## config.mk

```make
export PLATFORM = sky130hd
export DESIGN_NAME = bitmap_block_allocator
export DESIGN_NICKNAME = d
export VERILOG_FILES = /design/src/rtl/bba_pkg.sv /design/src/rtl/bba_map.sv /design/src/rtl/bitmap_block_allocator.sv
export SDC_FILE = /design/constraint.sdc
export NUM_CORES = 1
export LEC_CHECK = 0
export BUFFER_PORTS_ARGS = -buffer_cell sky130_fd_sc_hd__buf_2
export CORE_UTILIZATION = 40
export DETAILED_ROUTE_END_ITERATION = 10
export SLEW_MARGIN = 0
export SYNTH_ARGS = -nofsm -noshare
export SYNTH_HDL_FRONTEND = slang
export SYNTH_HIERARCHICAL = 1
export SYNTH_SLANG_ARGS = --single-unit
```

## constraint.sdc

```tcl
create_clock -name clock -period 11.7 [get_ports clock]
set_input_delay 0.585 -clock clock [delete_from_list [all_inputs] [get_ports clock]]
set_output_delay 0.585 -clock clock [all_outputs]
set_load 0.01 [all_outputs]
```

## src/rtl/bba_pkg.sv

```systemverilog
// ----------------------------------------------------------------------------
// Block allocator package
// Sizes, codes, item types and the reset pattern of the free bitmap.
// ----------------------------------------------------------------------------
package bba_pkg;

   localparam int NUM_BLOCKS  = 1024;
   localparam int FIRST_BLOCK = 4;
   localparam int MAX_RUN     = 64;

   localparam int OP_W     = 1;
   localparam int COUNT_W  = 7;
   localparam int BLOCK_W  = 10;
   localparam int STATUS_W = 2;
   localparam int LEFT_W   = 11;

   // Bitmap is kept as words of WORD_W bits
   localparam int WORD_W      = 32;
   localparam int NUM_WORDS   = NUM_BLOCKS / WORD_W;
   localparam int WORD_IDX_W  = $clog2(NUM_WORDS);
   localparam int BIT_IDX_W   = $clog2(WORD_W);
   localparam int FIRST_W_IDX = FIRST_BLOCK / WORD_W;
   localparam int FREE_RESET  = (FIRST_BLOCK < NUM_BLOCKS) ? NUM_BLOCKS - FIRST_BLOCK : 0;

   localparam logic [WORD_IDX_W-1:0] FIRST_WORD = WORD_IDX_W'(FIRST_W_IDX);

   localparam logic [OP_W-1:0] OP_ALLOC = 1'b0;
   localparam logic [OP_W-1:0] OP_FREE  = 1'b1;

   localparam logic [STATUS_W-1:0] STAT_OK       = 2'd0;
   localparam logic [STATUS_W-1:0] STAT_NO_SPACE = 2'd1;
   localparam logic [STATUS_W-1:0] STAT_BAD_FREE = 2'd2;

   typedef struct packed {
      logic [OP_W-1:0]    op;
      logic [COUNT_W-1:0] count;
      logic [BLOCK_W-1:0] block;
   } req_type;

   typedef struct packed {
      logic [BLOCK_W-1:0]  granted_block;
      logic                last;
      logic [STATUS_W-1:0] status;
      logic [LEFT_W-1:0]   free_left;
   } rsp_type;

   typedef struct packed {
      logic                  rd_en;
      logic [WORD_IDX_W-1:0] rd_addr;
      logic                  wr_en;
      logic [WORD_IDX_W-1:0] wr_addr;
      logic [WORD_W-1:0]     wr_data;
   } map_cmd_type;

   // Bitmap word as it stands after reset: reserved blocks taken, rest free
   function automatic logic [WORD_W-1:0] reset_word(input logic [WORD_IDX_W-1:0] w);
      int                blk;
      logic [WORD_W-1:0] r;
      r = '0;
      for (int i = 0; i < WORD_W; i++) begin
         blk  = int'(w) * WORD_W + i;
         r[i] = (blk >= FIRST_BLOCK) && (blk < NUM_BLOCKS);
      end
      return r;
   endfunction

endpackage

```

## src/rtl/bba_map.sv

```systemverilog
// ----------------------------------------------------------------------------
// Free bitmap store
// Word-wide bitmap memory, one read and one write port, registered read.
// Rows never written read back as their reset pattern.
// ----------------------------------------------------------------------------
module bba_map (
   input  logic                        clock,
   input  logic                        reset,
   input  bba_pkg::map_cmd_type        map_cmd,
   output logic [bba_pkg::WORD_W-1:0]  rd_word
);
   import bba_pkg::*;

   logic [WORD_W-1:0]     mem [NUM_WORDS];
   logic [NUM_WORDS-1:0]  row_valid_ff;
   logic [WORD_W-1:0]     rd_data_ff;
   logic                  rd_valid_ff;
   logic [WORD_IDX_W-1:0] rd_addr_ff;

   // Memory array: no reset
   always_ff @(posedge clock) begin
      if (map_cmd.wr_en) begin
         mem[map_cmd.wr_addr] <= map_cmd.wr_data;
      end
      if (map_cmd.rd_en) begin
         rd_data_ff <= mem[map_cmd.rd_addr];
         rd_addr_ff <= map_cmd.rd_addr;
      end
   end

   always_ff @(posedge clock) begin
      if (reset) begin
         row_valid_ff <= '0;
         rd_valid_ff  <= 1'b0;
      end else begin
         if (map_cmd.wr_en) begin
            row_valid_ff[map_cmd.wr_addr] <= 1'b1;
         end
         if (map_cmd.rd_en) begin
            rd_valid_ff <= row_valid_ff[map_cmd.rd_addr];
         end
      end
   end

   assign rd_word = rd_valid_ff ? rd_data_ff : reset_word(rd_addr_ff);

endmodule

```

## src/rtl/bitmap_block_allocator.sv

```systemverilog
// ----------------------------------------------------------------------------
// Bitmap block allocator
// First-fit free-block allocator over a word-wide bitmap memory.
// ----------------------------------------------------------------------------
// Usage:
//   req_*  : one item per request. op ALLOC asks for count blocks (1..64),
//            op FREE returns one block. req_ready is high only while the
//            block is idle; one request is worked on at a time.
//   rsp_*  : one item per granted block (last marks the final one), or a
//            single item for a rejected allocate, a free, or a bad free.
//            free_left is the free count after the whole request.
// Sequence:
//   Rejected allocate or out-of-range free: result sent from S_ONE.
//   Free: read, latch the word, check and write back, then send the result.
//   Allocate: for each bitmap word visited, latch its read data, claim one
//   block per cycle while the output slot is free, and once the word is
//   exhausted write it back and fetch the next; the final claim writes back
//   its word. The next request can be taken while the last result item
//   still waits in the output register.
// Reset: map rows are marked unwritten and read as reserved blocks taken,
//   rest free; no clearing pass. The free count loads its full value.
// Stall: a held result freezes the scan until rsp_ready; nothing is lost.
// ----------------------------------------------------------------------------
module bitmap_block_allocator (
   input  logic             clock,
   input  logic             reset,
   input  logic             req_valid,
   output logic             req_ready,
   input  bba_pkg::req_type req_data,
   output logic             rsp_valid,
   input  logic             rsp_ready,
   output bba_pkg::rsp_type rsp_data
);
   import bba_pkg::*;

   localparam logic [2:0] S_IDLE = 3'd0;
   localparam logic [2:0] S_GET  = 3'd1;
   localparam logic [2:0] S_SCAN = 3'd2;
   localparam logic [2:0] S_FCHK = 3'd3;
   localparam logic [2:0] S_ONE  = 3'd4;

   logic [2:0]            state_ff, state_in;
   logic [OP_W-1:0]       op_ff, op_in;
   logic [WORD_IDX_W-1:0] word_addr_ff, word_addr_in;
   logic [BIT_IDX_W-1:0]  bit_ff, bit_in;
   logic [WORD_W-1:0]     word_ff, word_in;
   logic [COUNT_W-1:0]    rem_ff, rem_in;
   logic [LEFT_W-1:0]     free_total_ff, free_total_in;
   rsp_type               res_ff, res_in;
   logic                  rsp_valid_ff, rsp_valid_in;
   rsp_type               rsp_data_ff, rsp_data_in;

   map_cmd_type           map_cmd;
   logic [WORD_W-1:0]     map_rd_word;

   logic                  out_free;
   logic                  alloc_reject;
   logic                  free_bad_range;
   logic [BIT_IDX_W-1:0]  low_idx;
   logic [WORD_W-1:0]     bit_mask;
   logic [WORD_W-1:0]     claim_mask;

   bba_map u_map (
      .clock   (clock),
      .reset   (reset),
      .map_cmd (map_cmd),
      .rd_word (map_rd_word)
   );

   // Output slot can take a new item when empty or being drained
   assign out_free = !rsp_valid_ff || rsp_ready;

   assign alloc_reject = (req_data.count == '0)
                      || (req_data.count > COUNT_W'(MAX_RUN))
                      || (LEFT_W'(req_data.count) > free_total_ff);

   assign free_bad_range = (32'(req_data.block) < FIRST_BLOCK)
                        || (32'(req_data.block) >= NUM_BLOCKS);

   // Lowest free block in the latched word
   always_comb begin
      low_idx = '0;
      for (int i = WORD_W - 1; i >= 0; i--) begin
         if (word_ff[i]) begin
            low_idx = BIT_IDX_W'(i);
         end
      end
   end

   assign claim_mask = WORD_W'(1) << low_idx;
   assign bit_mask   = WORD_W'(1) << bit_ff;

   always_comb begin
      state_in      = state_ff;
      op_in         = op_ff;
      word_addr_in  = word_addr_ff;
      bit_in        = bit_ff;
      word_in       = word_ff;
      rem_in        = rem_ff;
      free_total_in = free_total_ff;
      res_in        = res_ff;
      rsp_valid_in  = rsp_valid_ff && !rsp_ready;
      rsp_data_in   = rsp_data_ff;
      map_cmd       = '0;

      unique case (state_ff)
         S_IDLE: begin
            if (req_valid) begin
               op_in = req_data.op;
               if (req_data.op == OP_ALLOC) begin
                  if (alloc_reject) begin
                     res_in.granted_block = '0;
                     res_in.last          = 1'b1;
                     res_in.status        = STAT_NO_SPACE;
                     res_in.free_left     = free_total_ff;
                     state_in             = S_ONE;
                  end else begin
                     // Fit is guaranteed: commit the new count up front
                     free_total_in   = free_total_ff - LEFT_W'(req_data.count);
                     rem_in          = req_data.count;
                     word_addr_in    = FIRST_WORD;
                     map_cmd.rd_en   = 1'b1;
                     map_cmd.rd_addr = FIRST_WORD;
                     state_in        = S_GET;
                  end
               end else begin
                  if (free_bad_range) begin
                     res_in.granted_block = req_data.block;
                     res_in.last          = 1'b1;
                     res_in.status        = STAT_BAD_FREE;
                     res_in.free_left     = free_total_ff;
                     state_in             = S_ONE;
                  end else begin
                     word_addr_in    = req_data.block[BLOCK_W-1 -: WORD_IDX_W];
                     bit_in          = req_data.block[BIT_IDX_W-1:0];
                     map_cmd.rd_en   = 1'b1;
                     map_cmd.rd_addr = req_data.block[BLOCK_W-1 -: WORD_IDX_W];
                     state_in        = S_GET;
                  end
               end
            end
         end

         S_GET: begin
            word_in  = map_rd_word;
            state_in = (op_ff == OP_ALLOC) ? S_SCAN : S_FCHK;
         end

         S_FCHK: begin
            res_in.granted_block = {word_addr_ff, bit_ff};
            res_in.last          = 1'b1;
            if ((word_ff & bit_mask) != '0) begin
               // Already free: flag, change nothing
               res_in.status    = STAT_BAD_FREE;
               res_in.free_left = free_total_ff;
            end else begin
               free_total_in    = free_total_ff + LEFT_W'(1);
               res_in.status    = STAT_OK;
               res_in.free_left = free_total_ff + LEFT_W'(1);
               map_cmd.wr_en    = 1'b1;
               map_cmd.wr_addr  = word_addr_ff;
               map_cmd.wr_data  = word_ff | bit_mask;
            end
            state_in = S_ONE;
         end

         S_ONE: begin
            if (out_free) begin
               rsp_valid_in = 1'b1;
               rsp_data_in  = res_ff;
               state_in     = S_IDLE;
            end
         end

         S_SCAN: begin
            if (word_ff != '0) begin
               // Claim one block per cycle while the output slot is free
               if (out_free) begin
                  rsp_valid_in              = 1'b1;
                  rsp_data_in.granted_block = {word_addr_ff, low_idx};
                  rsp_data_in.last          = (rem_ff == COUNT_W'(1));
                  rsp_data_in.status        = STAT_OK;
                  rsp_data_in.free_left     = free_total_ff;
                  word_in                   = word_ff & ~claim_mask;
                  rem_in                    = rem_ff - COUNT_W'(1);
                  if (rem_ff == COUNT_W'(1)) begin
                     map_cmd.wr_en   = 1'b1;
                     map_cmd.wr_addr = word_addr_ff;
                     map_cmd.wr_data = word_ff & ~claim_mask;
                     state_in        = S_IDLE;
                  end
               end
            end else begin
               // Word exhausted: write it back and fetch the next one
               map_cmd.wr_en   = 1'b1;
               map_cmd.wr_addr = word_addr_ff;
               map_cmd.wr_data = word_ff;
               map_cmd.rd_en   = 1'b1;
               map_cmd.rd_addr = word_addr_ff + WORD_IDX_W'(1);
               word_addr_in    = word_addr_ff + WORD_IDX_W'(1);
               state_in        = S_GET;
            end
         end

         default: begin
            state_in = S_IDLE;
         end
      endcase
   end

   always_ff @(posedge clock) begin
      if (reset) begin
         state_ff      <= S_IDLE;
         rsp_valid_ff  <= 1'b0;
         free_total_ff <= LEFT_W'(FREE_RESET);
      end else begin
         state_ff      <= state_in;
         rsp_valid_ff  <= rsp_valid_in;
         free_total_ff <= free_total_in;
      end
   end

   // Payload and working registers: no reset
   always_ff @(posedge clock) begin
      op_ff        <= op_in;
      word_addr_ff <= word_addr_in;
      bit_ff       <= bit_in;
      word_ff      <= word_in;
      rem_ff       <= rem_in;
      res_ff       <= res_in;
      rsp_data_ff  <= rsp_data_in;
   end

   assign req_ready = (state_ff == S_IDLE);
   assign rsp_valid = rsp_valid_ff;
   assign rsp_data  = rsp_data_ff;

endmodule

```

==> report_table.html <==
<table>
<tr><th>Metric</th><th>Value</th></tr>
<tr><th colspan="2">Global routing</th></tr>
<tr><td>Total congestion overflow after global routing</td><td>0</td></tr>
<tr><td>Vias in the first global route</td><td>25800</td></tr>
<tr><td>Pin count of the biggest net entering global routing</td><td>153</td></tr>
<tr><td>Global routing usage on met1</td><td>0.299</td></tr>
<tr><td>GR Layer Usage met3</td><td>0.0320</td></tr>
<tr><td>GR Util met2</td><td>0.348</td></tr>
<tr><td>Global-route wire length before repair</td><td>187000 µm</td></tr>
<tr><td>GRT busiest layer</td><td>met2</td></tr>
<tr><td>Global-route usage over all layers</td><td>0.215</td></tr>
<tr><td>Number of antenna violations at the first check in global routing</td><td>0</td></tr>
<tr><th colspan="2">Yosys</th></tr>
<tr><td>Cell count after synthesis</td><td>2546</td></tr>
<tr><td>Share of flip-flops with an asynchronous set or reset</td><td>0</td></tr>
<tr><td>Most instantiated flip-flop cell in the synthesis netlist</td><td>sky130_fd_sc_hd__edfxtp_1</td></tr>
<tr><td>Ranking of synthesized cells by area</td><td>sky130_fd_sc_hd__edfxtp_1, sky130_fd_sc_hd__mux4_2, sky130_fd_sc_hd__dfxtp_1</td></tr>
<tr><td>Number of flops mapped to enable cells by yosys</td><td>1158</td></tr>
<tr><td>Synthesized area per cell</td><td>19.1 µm²</td></tr>
<tr><td>Netlist area before placement</td><td>0.0487 mm²</td></tr>
<tr><td>Synth area leader</td><td>sky130_fd_sc_hd__edfxtp_1</td></tr>
<tr><td>Number of unique standard cell types used by synthesis</td><td>78</td></tr>
<tr><td>Share of the synthesized area in the top cell type</td><td>0.714</td></tr>
<tr><td>Post-synthesis register bit count</td><td>1206</td></tr>
<tr><td>Sequential cell area fraction in the yosys report</td><td>0.734</td></tr>
<tr><td>Yosys warns</td><td>6</td></tr>
<tr><td>Synthesized Nets</td><td>2580</td></tr>
<tr><th colspan="2">Setup path</th></tr>
<tr><td>Maximum single-stage delay on the critical path</td><td>0.66 ns</td></tr>
<tr><td>Launching element of the worst setup path</td><td>word_ff[8]</td></tr>
<tr><td>Critical Path RT</td><td>12.15 ns</td></tr>
<tr><td>Critical Path Fanout Max</td><td>103</td></tr>
<tr><td>Cell Chain, Critical Path</td><td>nor4_2 &gt; nand4_1 &gt; nor3_4 &gt; nand2_1 &gt; o22ai_4 &gt; buf_12 &gt; buf_12 &gt; mux4_2 &gt; mux4_2 &gt; mux2_2</td></tr>
<tr><td>Endpoint arrival time on the critical path</td><td>6.31 ns</td></tr>
<tr><td>Startpoint Class</td><td>flop</td></tr>
<tr><td>Crit path max-delay cell type</td><td>sky130_fd_sc_hd__buf_12</td></tr>
<tr><td>Worst Setup Path Type</td><td>reg -&gt; reg</td></tr>
<tr><td>Worst reg2reg startpoint</td><td>word_ff[8]</td></tr>
<tr><td>Element type at the critical path end</td><td>flop</td></tr>
<tr><th colspan="2">STA</th></tr>
<tr><td>Worst Hold Slack</td><td>0.0936 ns</td></tr>
<tr><td>Post-layout minimum cycle time</td><td>5.87 ns</td></tr>
<tr><td>Number of hold violations in the final report</td><td>0</td></tr>
<tr><td>Worst rel slew slack</td><td>0.112</td></tr>
<tr><td>Measured slew at the worst slew-check pin</td><td>1.33 ns</td></tr>
<tr><td>Final critical-path share of the clock period</td><td>0.501</td></tr>
<tr><td>Max Freq</td><td>171 MHz</td></tr>
<tr><td>Count of pins over their slew limit</td><td>0</td></tr>
<tr><td>Clock skew</td><td>0.0259 ns</td></tr>
<tr><td>Post-Route Setup TNS</td><td>0 ns</td></tr>
<tr><td>RSZ-0062 raised after global routing</td><td>false</td></tr>
<tr><td>Total of endpoints with negative setup slack in the final report</td><td>0</td></tr>
<tr><th colspan="2">Detailed routing</th></tr>
<tr><td>Initial DRC count</td><td>3148</td></tr>
<tr><td>Vias after detailed routing</td><td>25900</td></tr>
<tr><td>First-pass detailed-route iteration total</td><td>5</td></tr>
<tr><td>DRC viols</td><td>0</td></tr>
<tr><td>Number of routed nets with antenna violations</td><td>0</td></tr>
<tr><td>Routed WL</td><td>131000 µm</td></tr>
<tr><td>Routed WL per cell</td><td>30.0 µm</td></tr>
<tr><td>Ratio of routed vias to standard cells</td><td>5.93</td></tr>
<tr><th colspan="2">Clocking</th></tr>
<tr><td>Buffer depth of the longest clock path</td><td>3</td></tr>
<tr><td>Number of cells upsized or downsized after cts</td><td>0</td></tr>
<tr><td>Clock insertion delay at the later pin of the skew report</td><td>0.71 ns</td></tr>
<tr><td>Clock tree from TritonCTS</td><td>done</td></tr>
<tr><td>Hold buffer count at CTS</td><td>0</td></tr>
<tr><td>Clock edge transition at the registers on the reported setup and hold paths</td><td>0.06 ns</td></tr>
<tr><td>Clock sinks</td><td>1206</td></tr>
<tr><td>H-tree depth</td><td>3</td></tr>
<tr><td>Cts bufs inserted</td><td>119</td></tr>
<tr><td>Root Buffer Master</td><td>sky130_fd_sc_hd__clkbuf_16</td></tr>
<tr><td>Post-CTS Setup Inserts</td><td>0</td></tr>
<tr><th colspan="2">Die</th></tr>
<tr><td>I/O pins</td><td>48</td></tr>
<tr><td>Effective utilization at floorplan</td><td>0.405</td></tr>
<tr><td>Placement row count</td><td>127</td></tr>
<tr><td>Die boundary height</td><td>351 µm</td></tr>
<tr><td>Chip width</td><td>351 µm</td></tr>
<tr><td>Area of the die</td><td>0.123 mm²</td></tr>
<tr><td>Core Box Area</td><td>0.120 mm²</td></tr>
<tr><th colspan="2">Place</th></tr>
<tr><td>Total of buffers placed on input and output ports</td><td>47</td></tr>
<tr><td>Detailed-placement wirelength estimate</td><td>68100 µm</td></tr>
<tr><td>Number of cells in the design after placement</td><td>4136</td></tr>
<tr><td>Placer congestion estimate</td><td>0.944</td></tr>
<tr><th colspan="2">Power and ir drop</th></tr>
<tr><td>Worst IR drop on VDD</td><td>0.120 mV</td></tr>
<tr><td>Static power due to leakage</td><td>19.2 nW</td></tr>
<tr><td>Total power per unit cell area</td><td>166 mW/mm²</td></tr>
<tr><th colspan="2">Finish</th></tr>
<tr><td>Post-synthesis to final-layout area growth</td><td>13.6%</td></tr>
<tr><td>Filler cell count</td><td>10000</td></tr>
<tr><td>Final #Nets</td><td>2680</td></tr>
<tr><td>Fraction of final layout cells with drive strength greater than 1</td><td>0.268</td></tr>
<tr><td>Layout Cells excl Fill</td><td>4358</td></tr>
<tr><th colspan="2">Hold path</th></tr>
<tr><td>Startpoint of the most critical hold path</td><td>req_data[0]</td></tr>
<tr><td>Worst min-delay path category</td><td>in -&gt; reg</td></tr>
<tr><th colspan="2">Outcome</th></tr>
<tr><td>Run status</td><td>finished, final reports clean</td></tr>
<tr><th colspan="2">Run</th></tr>
<tr><td>Count of max-cap constraint violations</td><td>0</td></tr>
</table>
==> final cells by class <==
type,instances,area (µm²),area share
Tap cell,1612,2020,0.0365
Antenna cell,1,2.50,0.0000452
Inverter,21,78.8,0.00143
Timing Repair Buffer,114,783,0.0142
Clock inverter,76,838,0.0152
Multi-Input combinational cell,1184,12700,0.230
Clock buffer,144,3110,0.0563
Sequential cell,1206,35700,0.646
==> logic make-up (layout without fill, tap and decap cells) <==
family | count (synthesis) | in the layout | share of synthesized area
XOR/XNOR | 21 | 21 | 0.00378
AO/OA/AOI/OAI | 271 | 271 | 0.0339
multiplexers | 375 | 375 | 0.160
other | 0 | 1 | 0
AND/OR/NAND/NOR | 505 | 505 | 0.0500
buffers and inverters | 156 | 355 | 0.0146
adder cells (fa/ha/maj) | 12 | 12 | 0.00324
flip-flops | 1206 | 1206 | 0.734
==> report_power, final <==
group	leakage [nW]	internal, mW	total (mW)	switching, mW
Clock	1.93	2.26	3.87	1.61
Sequential	13.1	4.75	4.82	0.0622
Combinational	4.23	0.184	0.477	0.294
Total	19.2	7.20	9.17	1.96
==> metrics by stage <==
step	instance area (µm²)	util	setup slack, ns	total power, mW
final	55300	0.460	5.83	9.17
after global routing	55300	0.460	5.48	9.44
after CTS	55300	0.460	5.85	9.24
after detailed placement	51300	0.427	5.87	5.38
after global placement	51300	0.427	5.83	5.38
after floorplan	48700	-	6.71	5.21
==> worst max-delay path: cells and delay by family (launching register included) <==
kind | cells | cell delay (ns)
buffers and inverters | 2 | 1.29
muxes | 3 | 1.36
AOI/OAI and AO/OA | 1 | 0.29
DFF | 1 | 0.62
and+or+nand+nor | 4 | 1.70
==> cell usage after synthesis (7+ instances only) <==
library cell	n
sky130_fd_sc_hd__or4_1	7
sky130_fd_sc_hd__buf_1	11
sky130_fd_sc_hd__o22ai_1	28
sky130_fd_sc_hd__and3_1	10
sky130_fd_sc_hd__mux4_2	321
sky130_fd_sc_hd__buf_6	10
sky130_fd_sc_hd__nand3_1	34
sky130_fd_sc_hd__o21ai_0	103
sky130_fd_sc_hd__a211oi_1	7
sky130_fd_sc_hd__and2_1	16
sky130_fd_sc_hd__nand2b_1	43
sky130_fd_sc_hd__nor2b_1	13
sky130_fd_sc_hd__a31oi_1	14
sky130_fd_sc_hd__clkbuf_1	76
sky130_fd_sc_hd__xor2_1	10
sky130_fd_sc_hd__or3_1	8
sky130_fd_sc_hd__xnor2_1	11
sky130_fd_sc_hd__buf_2	37
sky130_fd_sc_hd__nor3_1	17
sky130_fd_sc_hd__mux2i_1	22
sky130_fd_sc_hd__ha_1	11
sky130_fd_sc_hd__nand3b_1	10
sky130_fd_sc_hd__dfxtp_1	48
sky130_fd_sc_hd__inv_1	21
sky130_fd_sc_hd__nor2_1	150
sky130_fd_sc_hd__edfxtp_1	1158
sky130_fd_sc_hd__a21oi_1	57
sky130_fd_sc_hd__mux2_2	32
sky130_fd_sc_hd__nor4_1	10
sky130_fd_sc_hd__nand2_1	152
==> placed cells by master (no fill, tap or decap), types with 21 or more instances in the layout <==
cell / synthesis / routed
sky130_fd_sc_hd__mux2i_1: 22 / 22
sky130_fd_sc_hd__a21oi_1: 57 / 53
sky130_fd_sc_hd__nand3_1: 34 / 34
sky130_fd_sc_hd__mux4_2: 321 / 321
sky130_fd_sc_hd__inv_1: 21 / 21
sky130_fd_sc_hd__o22ai_2: 1 / 21
sky130_fd_sc_hd__clkbuf_1: 76 / 23
sky130_fd_sc_hd__clkinv_1: 0 / 23
sky130_fd_sc_hd__nor2_4: 0 / 32
sky130_fd_sc_hd__nand2_1: 152 / 151
sky130_fd_sc_hd__buf_4: 1 / 63
sky130_fd_sc_hd__dfxtp_1: 48 / 48
sky130_fd_sc_hd__edfxtp_1: 1158 / 1158
sky130_fd_sc_hd__clkbuf_16: 0 / 121
sky130_fd_sc_hd__nor2_1: 150 / 116
sky130_fd_sc_hd__buf_2: 37 / 47
sky130_fd_sc_hd__clkinv_2: 0 / 22
sky130_fd_sc_hd__nand2b_1: 43 / 43
sky130_fd_sc_hd__o21ai_0: 103 / 100
sky130_fd_sc_hd__mux2_2: 32 / 32
==> final timing paths <==
path,end,slack (ns),depth (start not counted)
worst min-delay path,bit_ff[0],0.09,1
worst max-delay path,u_map/rd_data_ff[21],5.83,10
worst max register to register,u_map/rd_data_ff[21],5.83,10
worst min register to register,u_map/row_valid_ff[27],0.47,2
==> state kept, by name (all words and copies together) (netlist names) <==
signal	cells
u_map/mem	1024
word_ff	32
op_ff	1
rem_ff	7
u_map/row_valid_ff	32
u_map/rd_data_ff	32
bit_ff	5
rsp_valid	1
res_ff	23
word_addr_ff	5
u_map/rd_addr_ff	5
u_map/rd_valid_ff	1
rsp_data	24
state_ff	3
free_total_ff	11
==> routing by layer <==
metal | vias to the layer above | share of wire
li1 | 10600 | -
met1 | 13900 | 0.41
met4 | 0 | 0.030
met5 | - | 0
met3 | 225 | 0.075
met2 | 1122 | 0.48
Note: power is estimated with default switching activity, not from simulation.
